`config.mk`:
```
export PLATFORM = sky130hd
export DESIGN_NAME = rle_pixel_run_decoder_top
export DESIGN_NICKNAME = d
export VERILOG_FILES = /design/src/hdl/rled_pkg.sv /design/src/hdl/rled_decode.sv /design/src/hdl/rle_pixel_run_decoder_top.sv
export SDC_FILE = /design/constraint.sdc
export NUM_CORES = 1
export LEC_CHECK = 0
export BUFFER_PORTS_ARGS = -buffer_cell sky130_fd_sc_hd__clkbuf_2
export CAP_MARGIN = 40
export CORE_UTILIZATION = 30
export DETAILED_ROUTE_END_ITERATION = 8
export PLACE_DENSITY_LB_ADDON = 0.2
export SLEW_MARGIN = 20
export SYNTH_ARGS = -nofsm -noshare
export SYNTH_HDL_FRONTEND = slang
export SYNTH_SLANG_ARGS = --single-unit
```
`constraint.sdc`:
```
create_clock -name clk -period 2.5 [get_ports clk]
set_input_delay 0.375 -clock clk [delete_from_list [all_inputs] [get_ports clk]]
set_output_delay 0.375 -clock clk [all_outputs]
set_load 0.05 [all_outputs]
```
`src/hdl/rled_pkg.sv`:
```
// Shared types and constants for the run-length pixel decoder.
`default_nettype none
package rled_pkg;

  localparam int unsigned ByteW = 8;
  localparam int unsigned CodeW = 6;
  localparam int unsigned RunW  = 7;

  // Command type, the top two bits of a byte in command position.
  typedef enum logic [1:0] {
    CMD_BAD_LOW  = 2'b00,
    CMD_ZERO_RUN = 2'b01,
    CMD_HOLD     = 2'b10,
    CMD_PIXEL    = 2'b11
  } cmd_type_t;

  localparam logic [1:0] PixelPrefix = 2'b11;

  typedef struct packed {
    logic [ByteW-1:0] pixel;
    logic [RunW-1:0]  run_length;
    logic             bad_command;
    logic             last_of_input;
  } result_t;

  typedef struct packed {
    logic             held_valid;
    logic [CodeW-1:0] held_code;
    logic             discarding;
  } dec_state_t;

  // Everything one byte produces: up to two results and the next state.
  typedef struct packed {
    result_t    res0;
    result_t    res1;
    logic [1:0] count;
    dec_state_t state_next;
  } dec_out_t;

endpackage
`default_nettype wire

```
`src/hdl/rled_decode.sv`:
```
// Combinational decode of one byte against the held/discard state.
`default_nettype none
module rled_decode (
  input  wire logic [rled_pkg::ByteW-1:0] code_byte,
  input  wire logic                       stream_end,
  input  wire rled_pkg::dec_state_t       state,
  output rled_pkg::dec_out_t              dec
);

  rled_pkg::cmd_type_t cmd;
  rled_pkg::result_t   held_res;
  rled_pkg::result_t   cmd_res;
  logic                cmd_has_res;

  always_comb begin
    cmd = rled_pkg::cmd_type_t'(code_byte[7:6]);

    // Flushed held command: one pixel 11rrrrrr.
    held_res = '{pixel: {rled_pkg::PixelPrefix, state.held_code},
                 run_length: rled_pkg::RunW'(1), bad_command: 1'b0,
                 last_of_input: 1'b0};

    cmd_res     = '{pixel: code_byte, run_length: rled_pkg::RunW'(1),
                    bad_command: 1'b0, last_of_input: 1'b1};
    cmd_has_res = 1'b1;

    dec                       = '0;
    dec.state_next            = state;
    dec.state_next.held_valid = 1'b0;

    unique case (cmd)
      rled_pkg::CMD_ZERO_RUN: begin
        cmd_res.pixel      = '0;
        cmd_res.run_length = {1'b0, code_byte[5:0]} + rled_pkg::RunW'(1);
      end
      rled_pkg::CMD_HOLD: begin
        cmd_res.pixel = {rled_pkg::PixelPrefix, code_byte[5:0]};
        if (!stream_end) begin
          cmd_has_res               = 1'b0;
          dec.state_next.held_valid = 1'b1;
          dec.state_next.held_code  = code_byte[5:0];
        end
      end
      rled_pkg::CMD_BAD_LOW, rled_pkg::CMD_PIXEL: begin
        cmd_res.bad_command       = 1'b1;
        dec.state_next.discarding = !stream_end;
      end
      default: ;
    endcase

    priority if (state.discarding) begin
      dec.state_next            = state;
      dec.state_next.discarding = !stream_end;
      dec.count                 = 2'd0;
    end else if (state.held_valid && cmd == rled_pkg::CMD_PIXEL) begin
      // Held command followed by a pixel byte: one run of that pixel.
      dec.state_next.discarding = 1'b0;
      dec.res0 = '{pixel: code_byte,
                   run_length: {1'b0, state.held_code} + rled_pkg::RunW'(1),
                   bad_command: 1'b0, last_of_input: 1'b1};
      dec.count = 2'd1;
    end else if (state.held_valid) begin
      dec.res0 = held_res;
      dec.res1 = cmd_res;
      if (cmd_has_res) begin
        dec.count = 2'd2;
      end else begin
        dec.res0.last_of_input = 1'b1;
        dec.count              = 2'd1;
      end
    end else begin
      dec.res0  = cmd_res;
      dec.count = cmd_has_res ? 2'd1 : 2'd0;
    end

    if (stream_end) begin
      dec.state_next.held_valid = 1'b0;
    end
  end

endmodule
`default_nettype wire

```
`src/hdl/rle_pixel_run_decoder_top.sv`:
```
// Top level of the run-length pixel decoder with its two-slot result buffer.
//
// Usage
//   Input channel: code_byte/stream_end with in_valid, receiver stall in_stall.
//   stream_end marks the last byte of an encoded stream.
//   Output channel: one (pixel, run_length) run per transfer, with
//   bad_command flagging an invalid command and last_of_input marking the
//   final run produced by a given input byte. Stall is out_stall.
//   A byte is decoded in the cycle of its transfer; its runs appear from the
//   register buffer in the next cycle.
//   Throughput: one byte per cycle while each byte yields at most one run
//   and out_stall stays low. A byte that yields two runs (held command
//   flushed ahead of a new command) stalls the input until the first of
//   its runs has been taken. Bytes that yield no run do not stall the input.
//   in_stall follows out_stall combinationally when one run is waiting.
//   Reset (rst, synchronous) empties the buffer and clears the hold and
//   discard state; the first byte after reset starts a new stream.
//   While out_stall is high the buffered runs hold steady and no further
//   byte is taken once a run is waiting.
`default_nettype none
module rle_pixel_run_decoder_top (
  input  wire logic                       clk,
  input  wire logic                       rst,
  input  wire logic                       in_valid,
  output      logic                       in_stall,
  input  wire logic [rled_pkg::ByteW-1:0] code_byte,
  input  wire logic                       stream_end,
  output      logic                       out_valid,
  input  wire logic                       out_stall,
  output      logic [rled_pkg::ByteW-1:0] pixel,
  output      logic [rled_pkg::RunW-1:0]  run_length,
  output      logic                       bad_command,
  output      logic                       last_of_input
);

  rled_pkg::dec_state_t state;
  rled_pkg::dec_out_t   dec;

  // Result buffer: slot0 is presented, slot1 waits behind it.
  rled_pkg::result_t slot0;
  rled_pkg::result_t slot1;
  logic [1:0]        cnt;

  logic in_xfer;
  logic out_xfer;

  rled_decode u_decode (
    .code_byte  (code_byte),
    .stream_end (stream_end),
    .state      (state),
    .dec        (dec)
  );

  // Take a byte only if the buffer will be empty after this cycle's transfer.
  assign in_stall  = (cnt == 2'd2) || ((cnt == 2'd1) && out_stall);
  assign in_xfer   = in_valid && !in_stall;
  assign out_valid = (cnt != 2'd0);
  assign out_xfer  = out_valid && !out_stall;

  assign pixel         = slot0.pixel;
  assign run_length    = slot0.run_length;
  assign bad_command   = slot0.bad_command;
  assign last_of_input = slot0.last_of_input;

  always_ff @(posedge clk) begin
    if (rst) begin
      state <= '0;
      cnt   <= 2'd0;
    end else if (in_xfer) begin
      state <= dec.state_next;
      cnt   <= dec.count;
    end else if (out_xfer) begin
      cnt <= cnt - 2'd1;
    end
  end

  // Payload slots, no reset needed.
  always_ff @(posedge clk) begin
    if (in_xfer) begin
      slot0 <= dec.res0;
      slot1 <= dec.res1;
    end else if (out_xfer) begin
      slot0 <= slot1;
    end
  end

  a_cnt_range: assert property (@(posedge clk) disable iff (rst) cnt != 2'd3)
    else $error("result buffer count out of range");

  a_no_hold_while_discard: assert property (@(posedge clk) disable iff (rst)
      !(state.held_valid && state.discarding))
    else $error("hold and discard set together");

  a_two_runs_load: assert property (@(posedge clk) disable iff (rst)
      in_xfer && dec.count == 2'd2 |=> cnt == 2'd2 && out_valid)
    else $error("double result not buffered");

  a_end_clears: assert property (@(posedge clk) disable iff (rst)
      in_xfer && stream_end |=> !state.held_valid && !state.discarding)
    else $error("state not cleared at stream end");

endmodule
`default_nettype wire

```
# Word-level counts from Yosys, hierarchy flattened
# Index checks and enable logic that the tools add are counted.
# word_totals
register_bits,44
latch_bits,0
ram_bits,0
rom_bits,0
input_bits,13
output_inout_bits,19
word_cells,66
mem_count,0
# op_classes
add_sub_neg,3
n_mul,0
div_mod_pow,0
order_cmp,0
n_eq_ne,6
shifts,0
muxes,26
bitwise_logic,3
reduce_logical,16
# ops
op,count
$mux 17,6
$mux 34,1
$mux 7,3
$pmux 8 s2,1
$add 6x1->7 const B,2
$mux 2,6
$mux 1,9
$eq 2x2->1 const B,3
$eq 2x1->1 const B,2
$logic_and 1x1->1,4
$reduce_and 4->1,1
$reduce_bool 2->1,2
$reduce_or 2->1,2
$logic_not 1->1,3
$not 1->1,3
$reduce_or 3->1,1
$logic_not 2->1,1
$ne 2x2->1 const B,1
$reduce_and 2->1,1
$sub 2x1->2 const B,1
$logic_or 1x1->1,1

# Logic depth before layout (Yosys ltp)
# Gate-level depths: netlist (run 1).
# depth
word_depth,7
depth_mapped,8

# Hierarchy
# Synthesis (run 1) repeated with hierarchy kept, for this count alone.
# hier_totals
hier_cells,230
area_unflattened_um2,2566.2
# modules_own_cells
mod,instances,cells_each,area_each_um2
rle_pixel_run_decoder_top,1,111,1793.0
rled_decode,1,119,773.2

# Worst setup path after synthesis (run 1)
# OpenSTA, ideal clock, no wires.
# synth_path
path_kind,reg2reg
from,register cnt[0]
to,"register slot0, in the netlist bad_command (enable)"
t_arrival_ns,1.850
required_time_ns,2.085
path_slack_ns,0.235
stages_incl_launch_ff,4
n_path_buf,0
period_less_slack_ns,2.265
path_cell_list,dfxtp_1 inv_1 ha_1 o21ai_0
# synth_via
elab_chain_cells,6
# synth_lines
element,line,source
"start, declared",rle_pixel_run_decoder_top.sv:42,logic [1:0] cnt;
"start signal, assigned",rle_pixel_run_decoder_top.sv:71,cnt <= dec.count;
"start signal, assigned",rle_pixel_run_decoder_top.sv:73,cnt <= cnt - 2'd1;
$eq 2x1->1,rle_pixel_run_decoder_top.sv:55,assign in_stall = (cnt == 2'd2) || ((cnt == 2'd1) && out_stall);
$logic_and 1x1->1,rle_pixel_run_decoder_top.sv:55,
$logic_or 1x1->1,rle_pixel_run_decoder_top.sv:55,
$logic_not 1->1,rle_pixel_run_decoder_top.sv:56,assign in_xfer = in_valid && !in_stall;
$logic_and 1x1->1,rle_pixel_run_decoder_top.sv:56,
$reduce_bool 2->1 (no source line) (*),-,
"end signal, assigned",rle_pixel_run_decoder_top.sv:80,slot0 <= dec.res0;
"end signal, assigned",rle_pixel_run_decoder_top.sv:83,slot0 <= slot1;
"end, declared",rle_pixel_run_decoder_top.sv:40,rled_pkg::result_t slot0;
# Mark *: on every way between the ends. The rest lies on a longest branch, timed or not.
# A chain may end at the register's enable or synchronous reset.

# Worst setup path in the final report (run 1)
# layout_path
from,register cnt[1]
to,"register slot0, in the netlist pixel[4] (data pin)"
# layout_via
elab_chain_cells,6
# layout_lines
element,line,source
$eq 2x1->1,rle_pixel_run_decoder_top.sv:55,
$logic_and 1x1->1,rle_pixel_run_decoder_top.sv:55,
$logic_or 1x1->1 (*),rle_pixel_run_decoder_top.sv:55,
$logic_not 1->1 (*),rle_pixel_run_decoder_top.sv:56,
$logic_and 1x1->1 (*),rle_pixel_run_decoder_top.sv:56,
via in_xfer,rle_pixel_run_decoder_top.sv:44,logic in_xfer;
$mux 17 (*),rle_pixel_run_decoder_top.sv:79,if (in_xfer) begin
# Mark *: on every way through the listed nets, which the timed path passes. The rest lies on a longest branch.

==> impl_metrics.yaml, run 1 <==
critical_path:
  worstSetupEndpointType: "register"
  critPathKind: "register to register"
  crit_arrival_ns: 2.00
  rrSetupSlack_ns: 0.62
  worstPathMaxFanout: 11
  startpoint_type: "register"
  r2r-end: "pixel[4]"
  rr_startpoint: "cnt[1]"
  required_ns: 2.63
  rr_worst_depth: 7
clock_network:
  cts_hold_buf: 0
  clk_root_buffer_cell: "clkbuf_8"
  clock-sinks: 44
  htreeDepth: 2
  numCtsBuffers: 5
  post-cts-setup-buffer-count: 0
  clk_pin_slew_ns: 0.08
  cts_buffer_depth: 2
  cts_tree: "done"
  clk_latency_ns: 0.29
  cts_resized: 0
detailed_routing:
  wl_per_cell_um: 14.43
  vias: 1664
  drcViolationCount: 0
  vias_per_cell: 4.837
  drt-pass1-iter-count: 4
  wl_um: 4963
  ant_nets: 0
  drt_iter0_drc: 77
grt:
  grt_antenna_before_repair: 0
  grt_max_degree: 28
  grt_pass1_wl_um: 8183
  grt_use_total_pct: 14.09
  grt_pass1_vias: 1611
  grt_remaining_overflow: 0
place:
  portBuffers: 31
  place.gp.congestion: 0.8389
  dp_hpwl_um: 3618
  dpl.cell_count: 336
logic_synthesis:
  syn-num-nets: 235
  yosys_warnings: 0
  yosysUniqueCellTypes: 39
  synth_seq_cells: 44
  ys.flop_type: "edfxtp_1"
  synth_top_area_share_pct: 45.03
  yosys-top-cells-area: "edfxtp_1 (45%), dfxtp_1 (8.8%), ha_1 (5.0%)"
  synth_top_area_cell: "edfxtp_1"
  synth_edf_count: 34
  synth_seq_area_share_pct: 53.86
  synthCells: 213
  synthArstFlopShare_pct: 0
  syn_area_per_cell_um2: 10.64
  syn_area_mm2: 0.002267
layout:
  fin_cells: 344
  multiInputGateArea_um2: 952.2
  seq_area_mm2: 0.001221
  layout.nets: 266
  num-fill-cells: 766
  drive_gt1_share_pct: 20.82
  area_growth_pct: 15.01
  diodes: 0
power_and_ir_drop:
  p_per_area_mw_per_mm2: 680.0
  power.leakage_nw: 1.056
  ir_worst_vdd_uv: 178.2
hold_path:
  worstHoldStart: "stream_end"
  hold_class: "input port to register"
  hold_depth: 2
  min_to: "state[0]"
timing:
  finalHoldViolCount: 0
  relSlewSlack_pct: 70.75
  fin_crit_sh_pct: 75.18
  slew_viol_final: 0
  worst_clock_skew_ns: 0.008391
  rsz0062_at_grt: "false"
  setup_tns_ns: 0
  maxClockFrequency_mhz: 532.1
  post-route-min-period_ns: 1.879
  setup_viol: 0
  worst-slew-pin-transition_ns: 0.4382
floorplanning:
  die_x_um: 88.93
  die_y_um: 88.93
  rows: 31
  initial_core_util_pct: 31.09
  io_pins: 32
  core_mm2: 0.007292
  die_area_mm2: 0.007909
run:
  drv_cap: 0
outcome:
  status: "finished, final reports clean"
## cell usage in the layout (no fill, tap or decap), types with 7 or more instances in the layout
| master | instances |
|---|---|
| and2_1 | 8 |
| dfxtp_1 | 10 |
| edfxtp_1 | 34 |
| nand2_1 | 20 |
| clkbuf_2 | 31 |
| nand3_1 | 7 |
| nor2_1 | 22 |
| a21oi_1 | 9 |
| ha_1 | 9 |
| inv_1 | 8 |
| o21ai_0 | 9 |
## worst max-delay path, cell delays in order (launching register included)
cell and delay, ns:
dfxtp_1 0.35, inv_1 0.06, ha_1 0.18, a21oi_2 0.16, nand2_2 0.12, inv_1 0.36
nand2b_1 0.23, o21ai_0 0.24
## Yosys cell counts, drive strengths merged (2+ instances only)
| library cell | n |
|---|---|
| a211oi | 3 |
| a21o | 2 |
| a21oi | 10 |
| a22o | 5 |
| a22oi | 5 |
| and2 | 8 |
| buf | 9 |
| clkbuf | 4 |
| dfxtp | 10 |
| edfxtp | 34 |
| ha | 9 |
| inv | 8 |
| mux2 | 5 |
| mux2i | 6 |
| nand2 | 21 |
| nand2b | 3 |
| nand3 | 7 |
| nor2 | 24 |
| nor3 | 2 |
| o21ai | 10 |
| o22ai | 6 |
| o31ai | 4 |
| xnor2 | 6 |
| xor2 | 3 |
## sequential cells by signal, indices dropped and copies added, names as in the netlist
signal and cells:
bad_command 1, cnt 2, last_of_input 1, pixel 8, run_length 7, slot1 17, state 8
## area by class of cell
| type | count | area share [%] |
|---|---|---|
| clock buffer | 7 | 2.927 |
| clock inverter | 1 | 0.1440 |
| inverter | 8 | 1.152 |
| multi-input combinational | 148 | 36.52 |
| sequential | 44 | 46.83 |
| tap | 99 | 4.750 |
| timing repair buffer | 37 | 7.678 |
## metal layers
layer	track usage, %	part of all wire, %	vias up	wire length [µm]
met5	0	0	-	0
met2	21.26	45	34	2247
met3	3.324	3.3	6	165
met1	19.63	50	797	2486
li1	-	-	827	-
met4	5.483	1.3	0	63
## kinds of logic (layout without fill, tap and decap cells)
family          count (synthesis)  after routing  synth area share (%)
compound gates                 47             47                 13.47
buf+inv                        21             53                 4.139
mux                            11             11                 5.132
xor+xnor                        9              9                 3.477
flops                          44             44                 53.86
fa+ha+maj                       9              9                 4.967
simple gates                   72             72                 14.96
## per-stage QoR
step	worst slack [ns]	hold WS, ns	util [%]	area [µm²]	total power [mW]
global placement	0.5613	0.5065	34.66	2527	1.373
detailed placement	0.5532	0.5053	34.66	2527	1.376
finish	0.6205	0.3026	35.76	2608	1.773
floorplan	0.2351	0.4720	-	2267	1.256
CTS	0.5260	0.2977	35.76	2608	1.805
global route	0.4114	0.2970	35.76	2608	1.869
## worst max-delay path by stage
stage / startpoint / to / slack [ns] / cells past startpoint
floorplan: cnt[0] / bad_command / 0.24 / 3
global placement: code_byte[6] / pixel[4] / 0.56 / 7
detailed placement: code_byte[6] / pixel[4] / 0.55 / 7
CTS: cnt[1] / pixel[4] / 0.53 / 7
global route: cnt[1] / pixel[4] / 0.41 / 7
finish: cnt[1] / pixel[4] / 0.62 / 7
## power by group
part | switching [mW] | total (mW) | internal [mW]
registers | 0.0232 | 0.901 | 0.877
logic | 0.336 | 0.452 | 0.116
clock network | 0.226 | 0.420 | 0.195
total | 0.585 | 1.77 | 1.19
No activity file was read; power rests on OpenSTA's default activity.
==> run 2: changes to the inputs <==
- clock period: 2.5 -> 1.8 ns (I/O delays scaled with it)
==> run 2 against run 1 <==
Against the previous run: utilization rose by 2.5 points; final area rose by 7.1%; setup slack got worse by 0.45 ns; wire length rose by 7.9%; critical path depth fell by 1.
==> impl_metrics.yaml, run 2 (synthesis results as in run 1) <==
outcome:
  status: "finished, final reports clean"
place:
  dpl.cell_count: 348
  portBuffers: 31
  place.gp.congestion: 0.7936
  dp_hpwl_um: 3787
timing:
  maxClockFrequency_mhz: 612.6
  setup_viol: 0
  fin_crit_sh_pct: 90.69
  post-route-min-period_ns: 1.632
  finalHoldViolCount: 0
  worst-slew-pin-transition_ns: 0.5219
  relSlewSlack_pct: 65.20
  worst_clock_skew_ns: 0.005426
  setup_tns_ns: 0
  slew_viol_final: 0
  rsz0062_at_grt: "false"
floorplanning:
  initial_core_util_pct: 31.09
  core_mm2: 0.007292
  die_area_mm2: 0.007909
  die_y_um: 88.93
  rows: 31
  io_pins: 32
  die_x_um: 88.93
grt:
  grt_remaining_overflow: 0
  grt_use_total_pct: 14.83
  grt_pass1_wl_um: 8604
  grt_antenna_before_repair: 0
  grt_max_degree: 20
  grt_pass1_vias: 1713
layout:
  drive_gt1_share_pct: 27.91
  fin_cells: 357
  largest_reg_flops: 17
  mostFrequentLayoutCells: "edfxtp_1 (34), clkbuf_2 (31), nor2_1 (21)"
  layout.nets: 279
  area_growth_pct: 23.18
  diodes: 0
  final_common_cell: "edfxtp_1"
  top_register: "slot1"
clock_network:
  clock-sinks: 44
  cts_hold_buf: 0
  numCtsBuffers: 5
  cts_buffer_depth: 2
  cts_tree: "done"
  post-cts-setup-buffer-count: 0
  clk_root_buffer_cell: "clkbuf_8"
  clk_pin_slew_ns: 0.08
  clk_latency_ns: 0.30
  htreeDepth: 2
critical_path:
  required_ns: 1.75
  rrSetupSlack_ns: 0.17
  worstSetupEndpointType: "register"
  r2r-end: "run_length[2]"
  crit_path_end: "run_length[2]"
  critPathTopFamily: "compound AO/OA/AOI/OAI gates"
  critical_path_depth: 6
  rr_startpoint: "cnt[0]"
  crit_start: "cnt[0]"
  cp_slowest_stage_delay_ns: 0.34
  cp.buffers_inverters: 2
  crit_arrival_ns: 1.58
  startpoint_type: "register"
  cp_cell_sequence: "inv_1, ha_1, a21oi_2, nand2_2, buf_4, o21ai_2"
  rr_worst_depth: 6
  worstPathMaxFanout: 13
  slowest_stage: "dfxtp_1"
  critPathKind: "register to register"
detailed_routing:
  drt-pass1-iter-count: 4
  vias: 1717
  drt_iter0_drc: 62
  drcViolationCount: 0
  wl_um: 5356
  wl_per_cell_um: 15.00
  ant_nets: 0
  vias_per_cell: 4.810
power_and_ir_drop:
  power.leakage_nw: 1.150
  p_per_area_mw_per_mm2: 989.4
  ir_worst_vdd_uv: 391.6
run:
  drv_cap: 0
hold_path:
  hold_class: "input port to register"
run 2: cell types whose count changed in the layout (fill, tap and decap cells not counted), sizes merged:
cell / previous run / this run
buf: 6 / 18
bufinv: 0 / 1
clkinv: 1 / 0
o21ai: 10 / 11
run 2: cell type report:
cell class	instances	area, µm²
Tap cell	99	123.9
Multi-Input combinational cell	149	987.2
Fill cell	772	4499
Clock buffer	7	96.34
Timing Repair Buffer	49	301.5
Clock inverter	1	30.03
Inverter	8	32.53
Sequential cell	44	1221
run 2: stage by stage:
step / util, % / cell area (µm²) / power, mW / hold slack, ns / setup slack, ns
after CTS: 37.85 / 2760 / 2.767 / 0.1787 / 0.05126
after detailed placement: 36.05 / 2629 / 1.937 / 0.4998 / 0.01703
after floorplan: - / 2278 / 1.749 / 0.3670 / 0.04519
after global routing: 38.30 / 2793 / 2.897 / 0.1908 / 0.02221
after global placement: 36.05 / 2629 / 1.934 / 0.5023 / 0.04395
final: 38.30 / 2793 / 2.763 / 0.1921 / 0.1677
run 2: metal layers:
metal | up-vias | global-route usage (%) | part of all wire [%]
li1 | 852 | - | -
met1 | 831 | 19.27 | 47
met2 | 30 | 24.83 | 48
met3 | 4 | 4.247 | 4.1
met4 | 0 | 3.030 | 0.80
met5 | - | 0 | 0
run 2: worst min path at each step:
stage	from	end	slack [ns]	cells after the start
after floorplan	stream_end	state[0]	0.37	1
after global placement	stream_end	state[0]	0.50	2
after detailed placement	stream_end	state[0]	0.50	2
after CTS	stream_end	state[0]	0.18	2
after global routing	stream_end	state[0]	0.19	2
final	stream_end	state[0]	0.19	2
run 2: what timing repair did:
action,in CTS,in global routing
resized for setup,1,10
pin swaps,0,3
endpoints found under the setup margin,3,33
cloned,0,1
hold endpoints to repair,0,0
run 2: power by group:
| part | internal, mW | switching, mW |
|---|---|---|
| Combinational | 0.192 | 0.486 |
| Clock | 0.490 | 0.341 |
| Sequential | 1.22 | 0.0346 |
